===== src/rdtd_pkg.sv =====
// Shared types, codes and constants of the random deadline task dispatcher.
package rdtd_pkg;

	// One input word as it arrives on the request channel.
	typedef struct packed {
		logic        req_type;
		logic [15:0] task_id;
		logic [15:0] task_deadline;
		logic [11:0] process_ticks;
		logic        hard_task;
	} req_word_t;

	typedef enum logic [2:0] {
		EV_COMPLETED = 3'd0,
		EV_ASSIGNED  = 3'd1,
		EV_HARD_DROP = 3'd2,
		EV_SOFT_DROP = 3'd3,
		EV_TICK_END  = 3'd4,
		EV_OVERFLOW  = 3'd5
	} ev_kind_t;

	// One result word as it leaves on the event channel.
	typedef struct packed {
		ev_kind_t    event_kind;
		logic [15:0] event_task;
		logic [3:0]  event_processor;
		logic [15:0] event_time;
		logic [7:0]  busy_map;
		logic        last;
	} evt_word_t;

	typedef struct packed {
		logic [15:0] id;
		logic [15:0] deadline;
		logic [11:0] ticks;
		logic        hard;
	} task_t;

	typedef struct packed {
		logic  is_tick;
		task_t tsk;
	} cmd_t;

	typedef struct packed {
		logic valid;
		cmd_t cmd;
	} cmd_push_t;

	// Configuration as seen by the engine.
	typedef struct packed {
		logic [3:0]  num_processors;
		logic [7:0]  batch_period;
		logic        seed_load;
		logic [31:0] seed;
	} cfg_t;

	typedef enum logic [3:0] {
		ST_IDLE,
		ST_TMOD,
		ST_SV_RD,
		ST_SV_CHK,
		ST_D_RD,
		ST_D_CHK,
		ST_D_MOD,
		ST_D_ADM,
		ST_TEND
	} back_state_t;

	localparam logic REQ_TICK = 1'b1;

	localparam int CFG_W     = 32;
	localparam int CFG_IDX_W = 2;
	localparam logic [CFG_IDX_W-1:0] CFG_NUM_PROCS    = 2'd0;
	localparam logic [CFG_IDX_W-1:0] CFG_BATCH_PERIOD = 2'd1;
	localparam logic [CFG_IDX_W-1:0] CFG_RNG_SEED     = 2'd2;

	localparam logic [3:0]  NUM_PROCS_RST    = 4'd4;
	localparam logic [7:0]  BATCH_PERIOD_RST = 8'd3;
	localparam logic [31:0] LFSR_RST         = 32'd1;
	localparam logic [31:0] LFSR_TAPS        = 32'h8020_0003;

	// Remainder unit: 32-bit dividend, 8-bit divisor, four quotient bits a cycle.
	localparam int MOD_DVD_W  = 32;
	localparam int MOD_DIV_W  = 8;
	localparam int MOD_BITS   = 4;
	localparam int MOD_CYCLES = MOD_DVD_W / MOD_BITS;
	localparam int MOD_CNT_W  = $clog2(MOD_CYCLES);

	localparam int CMDQ_DEPTH = 2;

	// Galois LFSR, right shift.
	function automatic logic [31:0] lfsr_next(input logic [31:0] v);
		logic [31:0] r;
		r = v >> 1;
		if (v[0]) begin
			r = r ^ LFSR_TAPS;
		end
		return r;
	endfunction

endpackage


===== src/random_deadline_task_dispatcher.sv =====
// Top level of the random deadline task dispatcher.
//
// Usage. Request words enter on req (req_valid, req_stall). An arrival
// word appends a task to the pending list; a tick word services every
// processor queue in use, dispatches the pending list on batch ticks and
// advances time. Event words leave on evt (evt_valid, evt_stall); the last
// event caused by one request carries the last flag. A successful arrival
// gives no event; every tick ends with a tick end event.
// Structure. A request passes one front register and a two-entry command
// queue, so the front keeps taking words while the engine works. The
// engine takes an arrival in its idle state. A tick's work grows with the
// processors in use and the completions, and on batch ticks with the
// dropped tasks and the tasks that draw a processor; the remainder unit
// sets most of it, once for the batch test and once per random pick. The
// queue store is a single port memory; the pending list has separate read
// and write addresses. Both are read one entry a cycle.
// Reset clears time, the pending list, all processor queues and loads the
// LFSR with one; no clearing pass is needed. On a receiver stall the engine
// holds its next event and waits; the front fills its queue and raises req_stall.
// The user writes configuration only while the block is idle; it is not enforced.
module random_deadline_task_dispatcher #(
	parameter int PROCS         = 8,
	parameter int PENDING_DEPTH = 16,
	parameter int QUEUE_DEPTH   = 8,
	parameter int TIME_BITS     = 16
) (
	input  logic                                  clk,
	input  logic                                  arst_n,
	input  logic                                  req_valid,
	output logic                                  req_stall,
	input  rdtd_pkg::req_word_t                   req,
	output logic                                  evt_valid,
	input  logic                                  evt_stall,
	output rdtd_pkg::evt_word_t                   evt,
	input  logic                                  cfg_we,
	input  logic [rdtd_pkg::CFG_IDX_W-1:0]        cfg_index,
	input  logic [rdtd_pkg::CFG_W-1:0]            cfg_data
);

	// Register file: processors in use and the batch period live here; a
	// seed write goes straight to the engine's LFSR.
	logic [3:0]          num_procs_q;
	logic [7:0]          batch_period_q;
	rdtd_pkg::cfg_t      cfg;
	rdtd_pkg::cmd_push_t push;
	logic                q_ready;
	logic                cmd_valid;
	rdtd_pkg::cmd_t      cmd;
	logic                cmd_pop;

	always_ff @(posedge clk or negedge arst_n) begin
		if (!arst_n) begin
			num_procs_q    <= rdtd_pkg::NUM_PROCS_RST;
			batch_period_q <= rdtd_pkg::BATCH_PERIOD_RST;
		end else if (cfg_we) begin
			if (cfg_index == rdtd_pkg::CFG_NUM_PROCS) begin
				num_procs_q <= cfg_data[3:0];
			end
			if (cfg_index == rdtd_pkg::CFG_BATCH_PERIOD) begin
				batch_period_q <= cfg_data[7:0];
			end
		end
	end

	assign cfg.num_processors = num_procs_q;
	assign cfg.batch_period   = batch_period_q;
	assign cfg.seed_load      = cfg_we && (cfg_index == rdtd_pkg::CFG_RNG_SEED);
	assign cfg.seed           = cfg_data;

	// Front: classifies requests and normalizes the process time.
	rdtd_front u_front (
		.clk       (clk),
		.arst_n    (arst_n),
		.req_valid (req_valid),
		.req_stall (req_stall),
		.req       (req),
		.push      (push),
		.q_ready   (q_ready)
	);

	// Decouples the front from the engine.
	rdtd_cmdq u_cmdq (
		.clk       (clk),
		.arst_n    (arst_n),
		.push      (push),
		.ready     (q_ready),
		.cmd_valid (cmd_valid),
		.cmd       (cmd),
		.cmd_pop   (cmd_pop)
	);

	// Engine with its own output register toward the event channel.
	rdtd_back #(
		.PROCS         (PROCS),
		.PENDING_DEPTH (PENDING_DEPTH),
		.QUEUE_DEPTH   (QUEUE_DEPTH),
		.TIME_BITS     (TIME_BITS)
	) u_back (
		.clk       (clk),
		.arst_n    (arst_n),
		.cfg       (cfg),
		.cmd_valid (cmd_valid),
		.cmd       (cmd),
		.cmd_pop   (cmd_pop),
		.evt_valid (evt_valid),
		.evt_stall (evt_stall),
		.evt       (evt)
	);

endmodule


===== src/rdtd_front.sv =====
// Front stage: takes request words and turns them into engine commands.
module rdtd_front (
	input  logic                 clk,
	input  logic                 arst_n,
	input  logic                 req_valid,
	output logic                 req_stall,
	input  rdtd_pkg::req_word_t  req,
	output rdtd_pkg::cmd_push_t  push,
	input  logic                 q_ready
);

	logic           valid_s1;
	rdtd_pkg::cmd_t cmd_s1;
	rdtd_pkg::cmd_t cmd_d;
	logic           accept;
	logic           drain;

	assign drain     = valid_s1 && q_ready;
	assign req_stall = valid_s1 && !q_ready;
	assign accept    = req_valid && !req_stall;

	// A zero process time counts as one tick.
	always_comb begin
		cmd_d.is_tick      = (req.req_type == rdtd_pkg::REQ_TICK);
		cmd_d.tsk.id       = req.task_id;
		cmd_d.tsk.deadline = req.task_deadline;
		cmd_d.tsk.ticks    = (req.process_ticks == 12'd0) ? 12'd1 : req.process_ticks;
		cmd_d.tsk.hard     = req.hard_task;
	end

	always_ff @(posedge clk or negedge arst_n) begin
		if (!arst_n) begin
			valid_s1 <= 1'b0;
		end else if (accept) begin
			valid_s1 <= 1'b1;
		end else if (drain) begin
			valid_s1 <= 1'b0;
		end
	end

	always_ff @(posedge clk) begin
		if (accept) begin
			cmd_s1 <= cmd_d;
		end
	end

	assign push.valid = valid_s1;
	assign push.cmd   = cmd_s1;

endmodule


===== src/rdtd_cmdq.sv =====
// Short command queue between the front stage and the engine.
module rdtd_cmdq (
	input  logic                clk,
	input  logic                arst_n,
	input  rdtd_pkg::cmd_push_t push,
	output logic                ready,
	output logic                cmd_valid,
	output rdtd_pkg::cmd_t      cmd,
	input  logic                cmd_pop
);

	localparam int AW = $clog2(rdtd_pkg::CMDQ_DEPTH);
	localparam int CW = $clog2(rdtd_pkg::CMDQ_DEPTH + 1);

	rdtd_pkg::cmd_t        slots_q [rdtd_pkg::CMDQ_DEPTH];
	logic [AW-1:0]         wr_q;
	logic [AW-1:0]         rd_q;
	logic [CW-1:0]         cnt_q;
	logic                  do_push;
	logic                  do_pop;

	assign ready     = (cnt_q != CW'(rdtd_pkg::CMDQ_DEPTH));
	assign cmd_valid = (cnt_q != '0);
	assign cmd       = slots_q[rd_q];
	assign do_push   = push.valid && ready;
	assign do_pop    = cmd_pop && cmd_valid;

	always_ff @(posedge clk or negedge arst_n) begin
		if (!arst_n) begin
			wr_q  <= '0;
			rd_q  <= '0;
			cnt_q <= '0;
		end else begin
			if (do_push) begin
				wr_q <= (wr_q == AW'(rdtd_pkg::CMDQ_DEPTH - 1)) ? '0 : wr_q + 1'b1;
			end
			if (do_pop) begin
				rd_q <= (rd_q == AW'(rdtd_pkg::CMDQ_DEPTH - 1)) ? '0 : rd_q + 1'b1;
			end
			if (do_push && !do_pop) begin
				cnt_q <= cnt_q + 1'b1;
			end else if (do_pop && !do_push) begin
				cnt_q <= cnt_q - 1'b1;
			end
		end
	end

	always_ff @(posedge clk) begin
		if (do_push) begin
			slots_q[wr_q] <= push.cmd;
		end
	end

endmodule


===== src/rdtd_mod.sv =====
// Iterative remainder unit, four restoring steps per cycle.
module rdtd_mod (
	input  logic                               clk,
	input  logic                               arst_n,
	input  logic                               start,
	input  logic [rdtd_pkg::MOD_DVD_W-1:0]     dividend,
	input  logic [rdtd_pkg::MOD_DIV_W-1:0]     divisor,
	output logic                               busy,
	output logic [rdtd_pkg::MOD_DIV_W-1:0]     rem
);

	localparam int DW = rdtd_pkg::MOD_DIV_W;

	logic [rdtd_pkg::MOD_DVD_W-1:0] sh_q;
	logic [DW-1:0]                  div_q;
	logic [DW-1:0]                  r_q;
	logic [DW-1:0]                  r_d;
	logic [rdtd_pkg::MOD_CNT_W-1:0] cnt_q;
	logic                           busy_q;

	always_comb begin
		logic [DW:0] t;
		r_d = r_q;
		for (int k = 0; k < rdtd_pkg::MOD_BITS; k++) begin
			t = {r_d, sh_q[rdtd_pkg::MOD_DVD_W-1-k]};
			if (t >= {1'b0, div_q}) begin
				t = t - {1'b0, div_q};
			end
			r_d = t[DW-1:0];
		end
	end

	always_ff @(posedge clk or negedge arst_n) begin
		if (!arst_n) begin
			busy_q <= 1'b0;
			cnt_q  <= '0;
		end else if (start) begin
			busy_q <= 1'b1;
			cnt_q  <= '0;
		end else if (busy_q) begin
			cnt_q <= cnt_q + 1'b1;
			if (cnt_q == rdtd_pkg::MOD_CNT_W'(rdtd_pkg::MOD_CYCLES - 1)) begin
				busy_q <= 1'b0;
			end
		end
	end

	always_ff @(posedge clk) begin
		if (start) begin
			sh_q  <= dividend;
			div_q <= divisor;
			r_q   <= '0;
		end else if (busy_q) begin
			sh_q <= sh_q << rdtd_pkg::MOD_BITS;
			r_q  <= r_d;
		end
	end

	assign busy = busy_q;
	assign rem  = r_q;

endmodule


===== src/rdtd_back.sv =====
// Engine: pending list, processor queues, tick servicing and dispatch.
module rdtd_back #(
	parameter int PROCS         = 8,
	parameter int PENDING_DEPTH = 16,
	parameter int QUEUE_DEPTH   = 8,
	parameter int TIME_BITS     = 16
) (
	input  logic                 clk,
	input  logic                 arst_n,
	input  rdtd_pkg::cfg_t       cfg,
	input  logic                 cmd_valid,
	input  rdtd_pkg::cmd_t       cmd,
	output logic                 cmd_pop,
	output logic                 evt_valid,
	input  logic                 evt_stall,
	output rdtd_pkg::evt_word_t  evt
);

	localparam int PW   = (PROCS > 1) ? $clog2(PROCS) : 1;
	localparam int PMW  = $clog2(PROCS + 1);
	localparam int PAW  = (PENDING_DEPTH > 1) ? $clog2(PENDING_DEPTH) : 1;
	localparam int PCW  = $clog2(PENDING_DEPTH + 1);
	localparam int QAW  = (QUEUE_DEPTH > 1) ? $clog2(QUEUE_DEPTH) : 1;
	localparam int QCW  = $clog2(QUEUE_DEPTH + 1);
	localparam int QN   = PROCS * QUEUE_DEPTH;
	localparam int QMW  = (QN > 1) ? $clog2(QN) : 1;
	localparam int XW   = ((TIME_BITS > 16) ? TIME_BITS : 16) + 2;

	typedef struct packed {
		logic [15:0] id;
		logic [11:0] ticks;
	} qent_t;

	rdtd_pkg::back_state_t state_q, state_d;

	logic [TIME_BITS-1:0] t_q;
	logic [PCW-1:0]       pc_q;
	logic [PCW-1:0]       i_q;
	logic [PCW-1:0]       keep_q;
	logic [PW-1:0]        p_q;
	logic                 zero_rem_q;
	logic [31:0]          lfsr_q;
	logic [31:0]          lfsr_nx;

	logic [QAW-1:0]       head_q    [PROCS];
	logic [QCW-1:0]       cnt_q     [PROCS];
	logic                 started_q [PROCS];
	logic [TIME_BITS-1:0] end_q     [PROCS];
	logic [TIME_BITS-1:0] busy_q    [PROCS];

	rdtd_pkg::task_t      pmem [PENDING_DEPTH];
	rdtd_pkg::task_t      prd_q;
	qent_t                qmem [QN];
	qent_t                qrd_q;

	rdtd_pkg::evt_word_t  out_q;
	logic                 out_valid_q;
	logic                 can_emit;

	// Remainder unit hookup.
	logic                 mod_start;
	logic [31:0]          mod_dividend;
	logic [7:0]           mod_divisor;
	logic                 mod_busy;
	logic [7:0]           mod_rem;

	// Engine actions.
	logic                 emit;
	rdtd_pkg::evt_word_t  emit_word;
	rdtd_pkg::ev_kind_t   emit_kind;
	logic [15:0]          emit_task;
	logic                 emit_has_proc;
	logic                 emit_last;
	logic                 pend_we;
	logic [PAW-1:0]       pend_waddr;
	logic                 arr_push;
	logic                 tmod_done;
	logic                 sv_start_a;
	logic                 sv_pop_a;
	logic                 p_inc;
	logic                 disp_init;
	logic                 lfsr_adv;
	logic                 adm_a;
	logic                 keep_a;
	logic                 item_done;
	logic                 t_inc;

	// Decoded conditions.
	logic [4:0]           np5;
	logic [PMW-1:0]       m_w;
	logic [7:0]           bp_n;
	logic                 dispatching;
	logic [PW-1:0]        sel_p;
	logic                 last_p;
	logic                 last_i;
	logic                 go_disp;
	logic                 sv_empty;
	logic                 sv_start;
	logic                 sv_done;
	logic                 sv_next;
	logic [XW-1:0]        t_x;
	logic [XW-1:0]        t1_x;
	logic [XW-1:0]        tk_x;
	logic [XW-1:0]        dl_x;
	logic [XW-1:0]        need_x;
	logic [XW-1:0]        busy_x;
	logic [XW-1:0]        base_x;
	logic                 drop;
	logic                 fits;
	logic                 q_full;
	logic                 admit;
	logic [TIME_BITS-1:0] busy_new;
	logic [TIME_BITS-1:0] end_new;
	logic [QCW:0]         slot_sum;
	logic [QAW-1:0]       slot_tail;
	logic [QAW-1:0]       slot;
	logic [QMW-1:0]       qaddr;
	logic [7:0]           busy_map;

	assign np5  = {1'b0, cfg.num_processors};
	assign m_w  = (np5 == 5'd0) ? PMW'(1) :
	              (np5 > 5'(PROCS)) ? PMW'(PROCS) : PMW'(np5);
	assign bp_n = (cfg.batch_period == 8'd0) ? 8'd1 : cfg.batch_period;

	assign dispatching = (state_q == rdtd_pkg::ST_D_RD) || (state_q == rdtd_pkg::ST_D_CHK) ||
	                     (state_q == rdtd_pkg::ST_D_MOD) || (state_q == rdtd_pkg::ST_D_ADM);
	assign sel_p   = dispatching ? mod_rem[PW-1:0] : p_q;
	assign last_p  = ((PMW'(p_q) + PMW'(1)) == m_w);
	assign last_i  = ((i_q + 1'b1) == pc_q);
	assign go_disp = zero_rem_q && (pc_q != '0);
	assign can_emit = !out_valid_q || !evt_stall;

	// Servicing the front of one processor queue.
	assign sv_empty = (cnt_q[sel_p] == '0);
	assign sv_start = !sv_empty && !started_q[sel_p];
	assign sv_done  = !sv_empty && started_q[sel_p] && (end_q[sel_p] == t_q);
	assign sv_next  = !sv_done;
	assign end_new  = TIME_BITS'(t_x + XW'(qrd_q.ticks));

	// Deadline tests are taken without wrap.
	assign t_x    = XW'(t_q);
	assign t1_x   = t_x + XW'(1);
	assign tk_x   = XW'(prd_q.ticks);
	assign dl_x   = XW'(prd_q.deadline);
	assign need_x = t1_x + tk_x;
	assign drop   = (need_x > dl_x);
	assign busy_x = XW'(busy_q[sel_p]);
	assign base_x = (busy_x > t1_x) ? busy_x : t1_x;
	assign fits   = ((base_x + tk_x) <= dl_x);
	assign q_full = !(cnt_q[sel_p] < QCW'(QUEUE_DEPTH));
	assign admit  = fits && !q_full;
	assign busy_new = ((busy_q[sel_p] == '0) || (busy_q[sel_p] <= t_q)) ?
	                  TIME_BITS'(need_x) : TIME_BITS'(busy_x + tk_x);

	// Tail slot of the picked queue, head plus count around the ring.
	assign slot_sum  = (QCW+1)'(head_q[sel_p]) + (QCW+1)'(cnt_q[sel_p]);
	assign slot_tail = (slot_sum >= (QCW+1)'(QUEUE_DEPTH)) ?
	                   QAW'(slot_sum - (QCW+1)'(QUEUE_DEPTH)) : QAW'(slot_sum);
	assign slot  = dispatching ? slot_tail : head_q[sel_p];
	assign qaddr = QMW'(sel_p) * QMW'(QUEUE_DEPTH) + QMW'(slot);

	assign lfsr_nx = rdtd_pkg::lfsr_next(lfsr_q);

	for (genvar g = 0; g < 8; g++) begin : g_busy
		if (g < PROCS) begin : g_on
			assign busy_map[g] = (cnt_q[g] != '0) && started_q[g];
		end else begin : g_off
			assign busy_map[g] = 1'b0;
		end
	end

	rdtd_mod u_mod (
		.clk      (clk),
		.arst_n   (arst_n),
		.start    (mod_start),
		.dividend (mod_dividend),
		.divisor  (mod_divisor),
		.busy     (mod_busy),
		.rem      (mod_rem)
	);

	// Next state.
	always_comb begin
		state_d = state_q;
		unique case (state_q)
			rdtd_pkg::ST_IDLE: begin
				if (cmd_valid && cmd.is_tick) begin
					state_d = rdtd_pkg::ST_TMOD;
				end
			end
			rdtd_pkg::ST_TMOD: begin
				if (!mod_busy) begin
					state_d = rdtd_pkg::ST_SV_RD;
				end
			end
			rdtd_pkg::ST_SV_RD: begin
				state_d = rdtd_pkg::ST_SV_CHK;
			end
			rdtd_pkg::ST_SV_CHK: begin
				if (sv_next) begin
					if (!last_p) begin
						state_d = rdtd_pkg::ST_SV_RD;
					end else if (go_disp) begin
						state_d = rdtd_pkg::ST_D_RD;
					end else begin
						state_d = rdtd_pkg::ST_TEND;
					end
				end else if (can_emit) begin
					state_d = rdtd_pkg::ST_SV_RD;
				end
			end
			rdtd_pkg::ST_D_RD: begin
				state_d = rdtd_pkg::ST_D_CHK;
			end
			rdtd_pkg::ST_D_CHK: begin
				if (!drop) begin
					state_d = rdtd_pkg::ST_D_MOD;
				end else if (can_emit) begin
					state_d = last_i ? rdtd_pkg::ST_TEND : rdtd_pkg::ST_D_RD;
				end
			end
			rdtd_pkg::ST_D_MOD: begin
				if (!mod_busy) begin
					state_d = rdtd_pkg::ST_D_ADM;
				end
			end
			rdtd_pkg::ST_D_ADM: begin
				if (!admit || can_emit) begin
					state_d = last_i ? rdtd_pkg::ST_TEND : rdtd_pkg::ST_D_RD;
				end
			end
			rdtd_pkg::ST_TEND: begin
				if (can_emit) begin
					state_d = rdtd_pkg::ST_IDLE;
				end
			end
			default: state_d = rdtd_pkg::ST_IDLE;
		endcase
	end

	// Actions of each state.
	always_comb begin
		cmd_pop       = 1'b0;
		emit          = 1'b0;
		emit_kind     = rdtd_pkg::EV_TICK_END;
		emit_task     = 16'd0;
		emit_has_proc = 1'b0;
		emit_last     = 1'b0;
		pend_we       = 1'b0;
		pend_waddr    = pc_q[PAW-1:0];
		arr_push      = 1'b0;
		tmod_done     = 1'b0;
		sv_start_a    = 1'b0;
		sv_pop_a      = 1'b0;
		p_inc         = 1'b0;
		disp_init     = 1'b0;
		lfsr_adv      = 1'b0;
		adm_a         = 1'b0;
		keep_a        = 1'b0;
		item_done     = 1'b0;
		t_inc         = 1'b0;
		mod_start     = 1'b0;
		mod_dividend  = 32'(t_q);
		mod_divisor   = bp_n;
		unique case (state_q)
			rdtd_pkg::ST_IDLE: begin
				if (cmd_valid) begin
					if (cmd.is_tick) begin
						cmd_pop   = 1'b1;
						mod_start = 1'b1;
					end else if (pc_q < PCW'(PENDING_DEPTH)) begin
						cmd_pop  = 1'b1;
						pend_we  = 1'b1;
						arr_push = 1'b1;
					end else if (can_emit) begin
						cmd_pop   = 1'b1;
						emit      = 1'b1;
						emit_kind = rdtd_pkg::EV_OVERFLOW;
						emit_task = cmd.tsk.id;
						emit_last = 1'b1;
					end
				end
			end
			rdtd_pkg::ST_TMOD: begin
				tmod_done = !mod_busy;
			end
			rdtd_pkg::ST_SV_CHK: begin
				if (sv_next) begin
					sv_start_a = sv_start;
					p_inc      = !last_p;
					disp_init  = last_p && go_disp;
				end else if (can_emit) begin
					emit          = 1'b1;
					emit_kind     = rdtd_pkg::EV_COMPLETED;
					emit_task     = qrd_q.id;
					emit_has_proc = 1'b1;
					sv_pop_a      = 1'b1;
				end
			end
			rdtd_pkg::ST_D_CHK: begin
				if (drop) begin
					if (can_emit) begin
						emit      = 1'b1;
						emit_kind = prd_q.hard ? rdtd_pkg::EV_HARD_DROP :
						                         rdtd_pkg::EV_SOFT_DROP;
						emit_task = prd_q.id;
						item_done = 1'b1;
					end
				end else begin
					lfsr_adv     = 1'b1;
					mod_start    = 1'b1;
					mod_dividend = lfsr_nx;
					mod_divisor  = 8'(m_w);
				end
			end
			rdtd_pkg::ST_D_ADM: begin
				if (admit) begin
					if (can_emit) begin
						emit          = 1'b1;
						emit_kind     = rdtd_pkg::EV_ASSIGNED;
						emit_task     = prd_q.id;
						emit_has_proc = 1'b1;
						adm_a         = 1'b1;
						item_done     = 1'b1;
					end
				end else begin
					keep_a     = 1'b1;
					pend_we    = 1'b1;
					pend_waddr = keep_q[PAW-1:0];
					item_done  = 1'b1;
				end
			end
			rdtd_pkg::ST_TEND: begin
				if (can_emit) begin
					emit      = 1'b1;
					emit_kind = rdtd_pkg::EV_TICK_END;
					emit_last = 1'b1;
					t_inc     = 1'b1;
				end
			end
			default: begin
			end
		endcase
	end

	always_comb begin
		emit_word.event_kind      = emit_kind;
		emit_word.event_task      = emit_task;
		emit_word.event_processor = emit_has_proc ? 4'({1'b0, sel_p} + 1'b1) : 4'd0;
		emit_word.event_time      = 16'(t_q);
		emit_word.busy_map        = busy_map;
		emit_word.last            = emit_last;
	end

	always_ff @(posedge clk or negedge arst_n) begin
		if (!arst_n) begin
			state_q     <= rdtd_pkg::ST_IDLE;
			t_q         <= '0;
			pc_q        <= '0;
			i_q         <= '0;
			keep_q      <= '0;
			p_q         <= '0;
			zero_rem_q  <= 1'b0;
			lfsr_q      <= rdtd_pkg::LFSR_RST;
			out_valid_q <= 1'b0;
			for (int k = 0; k < PROCS; k++) begin
				head_q[k]    <= '0;
				cnt_q[k]     <= '0;
				started_q[k] <= 1'b0;
				end_q[k]     <= '0;
				busy_q[k]    <= '0;
			end
		end else begin
			state_q <= state_d;
			if (cfg.seed_load) begin
				lfsr_q <= (cfg.seed == 32'd0) ? 32'd1 : cfg.seed;
			end else if (lfsr_adv) begin
				lfsr_q <= lfsr_nx;
			end
			if (emit) begin
				out_valid_q <= 1'b1;
			end else if (!evt_stall) begin
				out_valid_q <= 1'b0;
			end
			if (t_inc) begin
				t_q <= t_q + 1'b1;
			end
			if (tmod_done) begin
				zero_rem_q <= (mod_rem == 8'd0);
				p_q        <= '0;
			end
			if (p_inc) begin
				p_q <= p_q + 1'b1;
			end
			if (sv_start_a) begin
				started_q[sel_p] <= 1'b1;
				end_q[sel_p]     <= end_new;
			end
			if (sv_pop_a) begin
				head_q[sel_p]    <= (head_q[sel_p] == QAW'(QUEUE_DEPTH - 1)) ? '0 :
				                    head_q[sel_p] + 1'b1;
				cnt_q[sel_p]     <= cnt_q[sel_p] - 1'b1;
				started_q[sel_p] <= 1'b0;
			end
			if (adm_a) begin
				cnt_q[sel_p]  <= cnt_q[sel_p] + 1'b1;
				busy_q[sel_p] <= busy_new;
			end
			if (disp_init) begin
				i_q    <= '0;
				keep_q <= '0;
			end
			if (keep_a) begin
				keep_q <= keep_q + 1'b1;
			end
			if (arr_push) begin
				pc_q <= pc_q + 1'b1;
			end else if (item_done && last_i) begin
				// Refused tasks were packed to the front; they are the new list.
				pc_q <= keep_q + PCW'(keep_a);
			end
			if (item_done) begin
				i_q <= i_q + 1'b1;
			end
		end
	end

	always_ff @(posedge clk) begin
		if (emit) begin
			out_q <= emit_word;
		end
	end

	always_ff @(posedge clk) begin
		if (pend_we) begin
			pmem[pend_waddr] <= arr_push ? cmd.tsk : prd_q;
		end
		prd_q <= pmem[i_q[PAW-1:0]];
	end

	always_ff @(posedge clk) begin
		if (adm_a) begin
			qmem[qaddr] <= '{id: prd_q.id, ticks: prd_q.ticks};
		end
		qrd_q <= qmem[qaddr];
	end

	assign evt_valid = out_valid_q;
	assign evt       = out_q;

	a_pend_bound: assert property (@(posedge clk) disable iff (!arst_n)
		pc_q <= PCW'(PENDING_DEPTH))
		else $error("pending count beyond list depth");

	a_overflow_full: assert property (@(posedge clk) disable iff (!arst_n)
		(state_q == rdtd_pkg::ST_IDLE && emit) |-> (pc_q == PCW'(PENDING_DEPTH)))
		else $error("overflow reported while the pending list has room");

	a_last_kind: assert property (@(posedge clk) disable iff (!arst_n)
		out_valid_q |-> (out_q.last == (out_q.event_kind == rdtd_pkg::EV_TICK_END ||
		                                out_q.event_kind == rdtd_pkg::EV_OVERFLOW)))
		else $error("last flag on the wrong event kind");

	a_time_step: assert property (@(posedge clk) disable iff (!arst_n)
		t_inc |=> (t_q == TIME_BITS'($past(t_q) + 1'b1)))
		else $error("time did not advance by one at tick end");

endmodule


===== config.mk =====
export PLATFORM = sky130hd
export DESIGN_NAME = random_deadline_task_dispatcher
export DESIGN_NICKNAME = d
export VERILOG_FILES = /design/src/rdtd_pkg.sv /design/src/random_deadline_task_dispatcher.sv /design/src/rdtd_front.sv /design/src/rdtd_cmdq.sv /design/src/rdtd_mod.sv /design/src/rdtd_back.sv
export SDC_FILE = /design/constraint.sdc
export NUM_CORES = 2
export LEC_CHECK = 0
export BUFFER_PORTS_ARGS = -buffer_cell sky130_fd_sc_hd__buf_2
export CAP_MARGIN = 30
export CORE_MARGIN = 3
export CORE_UTILIZATION = 45
export DETAILED_ROUTE_END_ITERATION = 6
export PLACE_DENSITY = 0.68
export SYNTH_ARGS = -nofsm -noshare
export SYNTH_HDL_FRONTEND = slang
export SYNTH_SLANG_ARGS = --single-unit

===== constraint.sdc =====
create_clock -name clk -period 10.5 [get_ports clk]
set_input_delay 1.05 -clock clk [delete_from_list [all_inputs] [get_ports clk]]
set_output_delay 1.05 -clock clk [all_outputs]
set_load 0.02 [all_outputs]

# --- Word level (Yosys, flattened, before mapping) ---
# Memory sizes are Yosys's and may differ from the RTL's. A register that Yosys moved wholly into a read port is not among the register bits.
# Cells that the tools add are included.
totals:
  reg_bits: 555
  latch_bits: 0
  mem_bits_rw: 2604
  mem_bits_ro: 0
  output_inout_bits: 50
  word_cells: 373
  memories: 3
classes:
  addsub: 28
  mul: 0
  div: 0
  order_cmp: 14
  eq_ne: 24
  shift: 0
  n_mux: 157
  bitwise: 5
  n_reduce_logical: 71
mem_list:
  columns: ["name", "depth", "width", "read_ports", "rd_ports_with_merged_regs", "wr", "line", "rtl"]
  rows:
  - ["u_back.qmem", 64, 28, 1, 1, 1, "rdtd_back.sv:53", "qent_t qmem [QN];"]
  - ["u_back.pmem", 16, 45, 1, 1, 1, "rdtd_back.sv:51", "rdtd_pkg::task_t pmem [PENDING_DEPTH];"]
  - ["u_cmdq.slots_q", 2, 46, 1, 0, 1, "rdtd_cmdq.sv:15", "rdtd_pkg::cmd_t slots_q [rdtd_pkg::CMDQ_DEPTH];"]
op_table:
  columns: ["cell", "count"]
  rows:
  - ["2-to-1 mux 32 bit", 10]
  - ["bitwise mux 128 bit", 2]
  - ["2-to-1 mux 16 bit", 15]
  - ["binary-select mux 16 bit (select 3 bit)", 2]
  - ["2-to-1 mux 4 bit", 19]
  - ["2-to-1 mux 8 bit", 9]
  - ["bitwise mux 32 bit", 2]
  - ["case mux 16 bit (4 select lines)", 1]
  - ["2-to-1 mux 3 bit", 20]
  - ["2-to-1 mux 1 bit", 52]
  - ["demux 16 bit (select 3 bit)", 1]
  - ["2-to-1 mux 45 bit", 1]
  - ["adder 18 x 12 -> 18 bit", 2]
  - ["greater-or-equal comparator 9 x 8 -> 1 bit", 4]
  - ["case mux 4 bit (9 select lines)", 1]
  - ["adder 16 x 12 -> 16 bit", 2]
  - ["zero test 32 bit", 1]
  - ["nonzero test 4 bit", 8]
  - ["subtractor 8 bit", 4]
  - ["2-to-1 mux 5 bit", 5]
  - ["bitwise mux 24 bit", 1]
  - ["logical AND 1 bit", 24]
  - ["> comparator 16 x 18 -> 1 bit", 1]
  - ["> comparator 18 x 16 -> 1 bit", 1]
  - ["62 further kinds", 111]

# --- Depth between registers and ports, before layout ---
logic_depth:
  depth_word: 19
  ltp_mapped: 47
  mapped_depth_nobuf: 42

# --- By module ---
# Synthesis repeated with hierarchy kept, for this count alone.
unflattened:
  cells_unflattened: 9460
  area_unflattened_um2: 135103.3
modules_own_cells:
  columns: ["mod", "instances", "cells_each", "area_each_um2", "seq_area_each_um2"]
  rows:
  - ["rdtd_back", 1, 8852, 125683.0, 88145.8]
  - ["rdtd_mod", 1, 352, 3793.6, 1461.4]
  - ["rdtd_cmdq", 1, 161, 3637.2, 2862.7]
  - ["rdtd_front", 1, 67, 1503.9, 1406.3]
  - ["random_deadline_task_dispatcher", 1, 28, 485.5, 304.0]

# --- Worst setup path before layout ---
# OpenSTA, ideal clock, no wires.
synth_timing:
  kind: "reg-to-reg"
  start: "register u_back.state_q[3]"
  end: "memory u_back.pmem[4][0] in the netlist's numbering, enable pin"
  setup_ns: 0.448
  t_arrival_ns: 9.968
  path_slack_ns: 0.084
  stages_incl_launch_ff: 40
  period_less_slack_ns: 10.416
  path_cell_list: "dfrtp_1 -> buf_2 -> and3b_1 -> a21o_1 -> buf_2 -> buf_4 -> buf_4 -> buf_4 -> nand2_1 -> a32o_1 -> a211oi_1 -> ha_1 -> a211o_1 -> o211ai_1 -> a21oi_1 -> or4_1 -> nand3_1 -> clkbuf_1 -> [4 not listed] -> o21bai_1 -> a21oi_1 -> o21bai_1 -> a21oi_1 -> o21ai_0 -> o31a_1 -> o21ai_0 -> nand2b_1 -> xnor2_1 -> ha_1 -> o21ai_0 -> a21oi_1 -> a211oi_1 -> o211ai_1 -> o211ai_1 -> clkbuf_1 -> a31oi_1 -> nor2_1"
synth_via:
  elab_chain_len: 18
synth_lines:
  columns: ["item", "line", "rtl"]
  rows:
  - ["start: declaration", "rdtd_back.sv:34", "rdtd_pkg::back_state_t state_q, state_d;"]
  - ["start signal: assignment", "rdtd_back.sv:357", "state_q <= rdtd_pkg::ST_IDLE;"]
  - ["start signal: assignment", "rdtd_back.sv:374", "state_q <= state_d;"]
  - ["equality test 4 x 3 -> 1 bit", "rdtd_back.sv:125", "assign dispatching = (state_q == rdtd_pkg::ST_D_RD) || (state_q == rdtd_pkg::ST_D_CHK) ||"]
  - ["logical OR 1 bit (2 in series)", "rdtd_back.sv:125", null]
  - ["logical OR 1 bit", "rdtd_back.sv:126", "(state_q == rdtd_pkg::ST_D_MOD) || (state_q == rdtd_pkg::ST_D_ADM);"]
  - ["2-to-1 mux 3 bit", "rdtd_back.sv:127", "assign sel_p = dispatching ? mod_rem[PW-1:0] : p_q;"]
  - ["inverter 3 -> 4 bit (implied by the code)", "rdtd_back.sv:147, rdtd_back.sv:150", null]
  - ["binary-select mux 16 bit (select 3 bit)", "rdtd_back.sv:147", "assign busy_x = XW'(busy_q[sel_p]);"]
  - ["2-to-1 mux 16 bit (implied by the code) (2 in series)", "rdtd_back.sv:147", null]
  - ["> comparator 16 x 18 -> 1 bit", "rdtd_back.sv:148", "assign base_x = (busy_x > t1_x) ? busy_x : t1_x;"]
  - ["2-to-1 mux 18 bit", "rdtd_back.sv:148", null]
  - ["adder 18 x 12 -> 18 bit", "rdtd_back.sv:149", "assign fits = ((base_x + tk_x) <= dl_x);"]
  - ["<= comparator 18 x 16 -> 1 bit", "rdtd_back.sv:149", null]
  - ["logical AND 1 bit", "rdtd_back.sv:151", "assign admit = fits && !q_full;"]
  - ["2-to-1 mux 1 bit", "rdtd_back.sv:317", "if (admit) begin"]
  - ["case mux 1 bit (2 select lines)", "rdtd_back.sv:265", "unique case (state_q)"]
  - ["2-to-1 mux 1 bit", "rdtd_back.sv:435", "if (pend_we) begin"]
  - ["2-to-1 mux 1 bit", "rdtd_back.sv:436", "pmem[pend_waddr] <= arr_push ? cmd.tsk : prd_q;"]
  - ["end: declaration", "rdtd_back.sv:51", null]
# Parallel ways exist; a longest one is shown, timed or not. The select of a mux whose other input is x is not followed.

# --- Worst setup path in the final report ---
layout_timing:
  start: "register u_back.state_q[3]"
  end: "memory u_back.pmem[12][42] in the netlist's numbering, enable pin"
# The elaborated chain is that of the path after synthesis.

==> run_summary.xml <==
<?xml version="1.0" encoding="UTF-8"?>
<metrics>
  <group name="status">
    <metric name="outcome" unit="">finished, violations left</metric>
    <metric name="failed_checks" unit="">design-rule violations</metric>
  </group>
  <group name="logic_synthesis">
    <metric name="synth_fp_nets" unit="">8593</metric>
    <metric name="avgSynthCellArea" unit="um2">15.6</metric>
    <metric name="post-synth-top-area-fraction" unit="%">63.3</metric>
    <metric name="synthTopCellsByCount" unit="">sky130_fd_sc_hd__edfxtp_1 (2738), sky130_fd_sc_hd__nand2_1 (668), sky130_fd_sc_hd__a22oi_1 (586), sky130_fd_sc_hd__dfrtp_1 (409), sky130_fd_sc_hd__o21ai_0 (382)</metric>
    <metric name="synth.cell_area" unit="um2">130000</metric>
    <metric name="yosysTopAreaCell" unit="">sky130_fd_sc_hd__edfxtp_1</metric>
    <metric name="ys_dominant_reg_cell" unit="">sky130_fd_sc_hd__edfxtp_1</metric>
    <metric name="synth_cells" unit="">8337</metric>
    <metric name="synth_cell_type_count" unit="">102</metric>
    <metric name="synth_enable_flop_cells" unit="">2738</metric>
    <metric name="post-synth-top-count-cell" unit="">sky130_fd_sc_hd__edfxtp_1</metric>
    <metric name="share_of_synthesized_flip_flops_with_an_asynchronous_set_or_reset" unit="%">12.8</metric>
    <metric name="synthesis.yosys.warnings" unit="">0</metric>
    <metric name="synth.ff_latch_count" unit="">3232</metric>
    <metric name="ys_top_cells_by_area" unit="">sky130_fd_sc_hd__edfxtp_1 (63%), sky130_fd_sc_hd__dfrtp_1 (7.9%), sky130_fd_sc_hd__mux4_2 (3.9%), sky130_fd_sc_hd__a22oi_1 (3.4%), sky130_fd_sc_hd__mux2i_1 (2.0%)</metric>
    <metric name="synth_sequential_area_ratio" unit="%">72.5</metric>
  </group>
  <group name="routing">
    <metric name="route.antenna.remaining_nets" unit="">0</metric>
    <metric name="totalWireLength" unit="mm">403</metric>
    <metric name="post_drt_via_cell_ratio" unit="">6.41</metric>
    <metric name="detail_route.wl_per_cell" unit="um">31.5</metric>
    <metric name="detail_route.iter0.violations" unit="">12200</metric>
    <metric name="drt_pass1_iterations" unit="">7</metric>
    <metric name="drcViolationCount" unit="">1</metric>
    <metric name="vias" unit="">82000</metric>
  </group>
  <group name="cells_and_area">
    <metric name="layout-drive-gt1-share" unit="%">17.7</metric>
    <metric name="syn_to_final_growth" unit="%">14.5</metric>
    <metric name="num-fill-cells" unit="">22600</metric>
    <metric name="net_count_reported_at_finish" unit="">9008</metric>
  </group>
  <group name="cts">
    <metric name="clk_latency" unit="ns">0.89</metric>
    <metric name="clock-root-buffer" unit="">sky130_fd_sc_hd__clkbuf_16</metric>
    <metric name="path_clk_slew" unit="ns">0.06</metric>
    <metric name="cts_hold_buf" unit="">0</metric>
    <metric name="cts_made_buffers" unit="">324</metric>
    <metric name="tritoncts" unit="">yes</metric>
    <metric name="cts_max_path_buffers" unit="">4</metric>
    <metric name="cts_num_sinks" unit="">3232</metric>
    <metric name="h_tree_levels" unit="">5</metric>
  </group>
  <group name="setup_path">
    <metric name="cp_slowest_stage_delay" unit="ns">0.82</metric>
    <metric name="cp_data_required_time" unit="ns">11.00</metric>
    <metric name="endpoint_kind" unit="">register</metric>
    <metric name="crit_arrival" unit="ns">10.69</metric>
    <metric name="crit_path_launch_type" unit="">register</metric>
    <metric name="critical_path.most_common_cell" unit="">sky130_fd_sc_hd__a21oi_1</metric>
    <metric name="timing.setup.critical_path_class" unit="">register to register</metric>
    <metric name="timing.critical_path.fanout_max" unit="">32</metric>
    <metric name="worst_path_max_delay_cell" unit="">sky130_fd_sc_hd__o211ai_1</metric>
  </group>
  <group name="timing">
    <metric name="slew_viol_final" unit="">0</metric>
    <metric name="report.final.setup_viol" unit="">0</metric>
    <metric name="slew-limit-headroom" unit="%">13.0</metric>
    <metric name="period_minus_slack" unit="ns">10.19</metric>
    <metric name="tns" unit="ns">0</metric>
    <metric name="post-route-period-util" unit="%">97.1</metric>
    <metric name="final.setup_skew" unit="ns">0.0818</metric>
    <metric name="tightest_slew" unit="ns">1.31</metric>
    <metric name="hold_viol_final" unit="">0</metric>
    <metric name="max_clock_freq" unit="MHz">98.1</metric>
    <metric name="worst_slack" unit="ns">0.308</metric>
  </group>
  <group name="flow_run">
    <metric name="max_cap_violations" unit="">0</metric>
  </group>
  <group name="floorplan">
    <metric name="initial_standard_cell_utilization_of_the_core" unit="%">45.4</metric>
    <metric name="die_area" unit="um2">295000</metric>
    <metric name="die_y" unit="um">543</metric>
    <metric name="floorplan.io_pins" unit="">135</metric>
    <metric name="die_width" unit="um">543</metric>
    <metric name="placeableCoreArea" unit="um2">286000</metric>
    <metric name="floorplan.rows" unit="">196</metric>
  </group>
  <group name="place">
    <metric name="place_worst_setup_slack" unit="ns">0.317</metric>
    <metric name="port-buffer-count" unit="">134</metric>
    <metric name="hpwlAfterDp" unit="mm">247</metric>
    <metric name="gp_congestion" unit="">0.965</metric>
  </group>
  <group name="global_route">
    <metric name="grt_ovf" unit="">0</metric>
    <metric name="grt_antenna_before_repair" unit="">25</metric>
    <metric name="first_global_vias" unit="">79300</metric>
    <metric name="grt_start_max_net_pins" unit="">200</metric>
    <metric name="grt_first_pass_wirelength" unit="mm">572</metric>
    <metric name="grt_util_all_layers" unit="%">26.6</metric>
  </group>
  <group name="worst_hold_path">
    <metric name="hold_path.class" unit="">input port to asynchronous set/reset pin</metric>
  </group>
  <group name="pwr">
    <metric name="p_leak" unit="nW">51.6</metric>
    <metric name="pwr_density_cell" unit="nW/um2">319</metric>
    <metric name="vdd.ir_drop.worst" unit="mV">0.606</metric>
    <metric name="p_total" unit="mW">47.4</metric>
  </group>
</metrics>
-- cell type report --
class	count	area, um2	share of cell area, %
Tap cell	3762	4710	3.16
Timing Repair Buffer	583	4740	3.18
Clock inverter	164	1590	1.07
Inverter	148	557	0.374
Antenna cell	16	40.0	0.0269
Clock buffer	426	8910	5.99
Sequential cell	3232	94200	63.3
Multi-Input combinational cell	4463	34000	22.9
-- through the flow --
stage	instances	hold WS [ns]	utilization, %	area, um2
after global routing	12800	0.172	52.0	149000
after floorplan	8337	0.421	-	130000
after global placement	12100	0.422	47.9	137000
final	12800	0.154	52.0	149000
after detailed placement	12100	0.430	48.0	137000
after CTS	12700	0.128	51.7	148000
-- layer usage --
layer  vias up  track usage, %  wire (um)
met4         8            14.3      24600
li1      33700               -          -
met1     41600            36.0     150000
met2      5563            40.0     180000
met3      1026            6.40      47800
met5         -               0         55
-- final timing paths --
check / startpoint / to / slack [ns] / cells past startpoint
hold reg to reg: u_front.push[41] / u_cmdq.slots_q[0][41] / 0.43 / 0
hold / removal: arst_n / u_back.u_mod.cnt_q[2] / 0.15 / 1
min in group clk: req[0] / u_front.push[0] / 0.34 / 1
setup / recovery: u_back.state_q[3] / u_back.pmem[12][42] / 0.31 / 37
setup reg to reg: u_back.state_q[3] / u_back.pmem[12][42] / 0.31 / 37
max in group asynchronous: arst_n / u_back.busy_q[7] / 8.65 / 2
-- kinds of logic after synthesis --
| group | Yosys count | share of synthesized area [%] |
|---|---|---|
| AO/OA/AOI/OAI | 1909 | 10.1 |
| XOR/XNOR | 133 | 0.908 |
| adder cells (fa/ha/maj) | 171 | 1.70 |
| buffers and inverters | 643 | 2.03 |
| flip-flops | 3232 | 72.5 |
| multiplexers | 607 | 6.98 |
| AND/OR/NAND/NOR | 1642 | 5.78 |
-- critical path, delay by kind of cell (launching register included) --
kind / cells / cell delay, ns
xor+xnor: 1 / 0.14
mux: 2 / 0.45
flops: 1 / 0.62
compound gates: 18 / 4.03
buf+inv: 6 / 1.63
simple gates: 7 / 2.08
fa+ha+maj: 3 / 0.85
-- power by group --
part           leakage (nW)  switching [mW]  internal, mW
Sequential             32.3           0.625          14.8
Clock                  5.15            4.89          6.60
Combinational          14.1            13.7          6.69
Total                  51.6            19.2          28.1
-- flip-flops by register name, summed over array words and instances (netlist names), 46 cells and up, named ones only --
name and count:
u_back.qmem 1792, u_back.pmem 720, u_back.busy_q 128, u_back.end_q 128, u_cmdq.slots_q 92, u_back.evt 48
u_front.push 46
-- cell usage in the layout, fill, tap and decap left out, types with 27 or more instances in the layout --
master / netlist / layout
sky130_fd_sc_hd__a21o_1: 34 / 33
sky130_fd_sc_hd__a21oi_1: 249 / 249
sky130_fd_sc_hd__a221o_1: 33 / 33
sky130_fd_sc_hd__a221oi_1: 113 / 112
sky130_fd_sc_hd__a22o_1: 74 / 74
sky130_fd_sc_hd__a22oi_1: 586 / 586
sky130_fd_sc_hd__a31oi_1: 61 / 58
sky130_fd_sc_hd__and2_1: 31 / 30
sky130_fd_sc_hd__and3_1: 37 / 36
sky130_fd_sc_hd__buf_12: 0 / 31
sky130_fd_sc_hd__buf_2: 100 / 137
sky130_fd_sc_hd__buf_4: 21 / 390
sky130_fd_sc_hd__clkbuf_1: 300 / 68
sky130_fd_sc_hd__clkbuf_16: 0 / 331
sky130_fd_sc_hd__clkbuf_8: 0 / 29
sky130_fd_sc_hd__clkinv_1: 0 / 61
sky130_fd_sc_hd__clkinv_2: 0 / 52
sky130_fd_sc_hd__dfrtp_1: 409 / 405
sky130_fd_sc_hd__dfxtp_1: 81 / 53
sky130_fd_sc_hd__dfxtp_2: 0 / 27
sky130_fd_sc_hd__edfxtp_1: 2738 / 2738
sky130_fd_sc_hd__ha_1: 162 / 162
sky130_fd_sc_hd__inv_1: 148 / 147
sky130_fd_sc_hd__mux2_2: 120 / 120
sky130_fd_sc_hd__mux2i_1: 258 / 254
sky130_fd_sc_hd__mux4_2: 225 / 225
sky130_fd_sc_hd__nand2_1: 668 / 660
sky130_fd_sc_hd__nand3_1: 257 / 256
sky130_fd_sc_hd__nand4_1: 69 / 69
sky130_fd_sc_hd__nor2_1: 359 / 258
sky130_fd_sc_hd__nor2_4: 0 / 87
sky130_fd_sc_hd__nor3_1: 42 / 39
sky130_fd_sc_hd__o21ai_0: 382 / 382
sky130_fd_sc_hd__o22ai_1: 130 / 130
sky130_fd_sc_hd__xnor2_1: 104 / 104
sky130_fd_sc_hd__xor2_1: 27 / 27
-- what timing repair did --
action / 4_1_cts / 5_1_grt
endpoints found under the setup margin: 0 / 2323
hold endpoints to repair: 0 / 0
resized for setup: 0 / 19
setup buffers: 0 / 35
(Power assumes the default switching activity.)
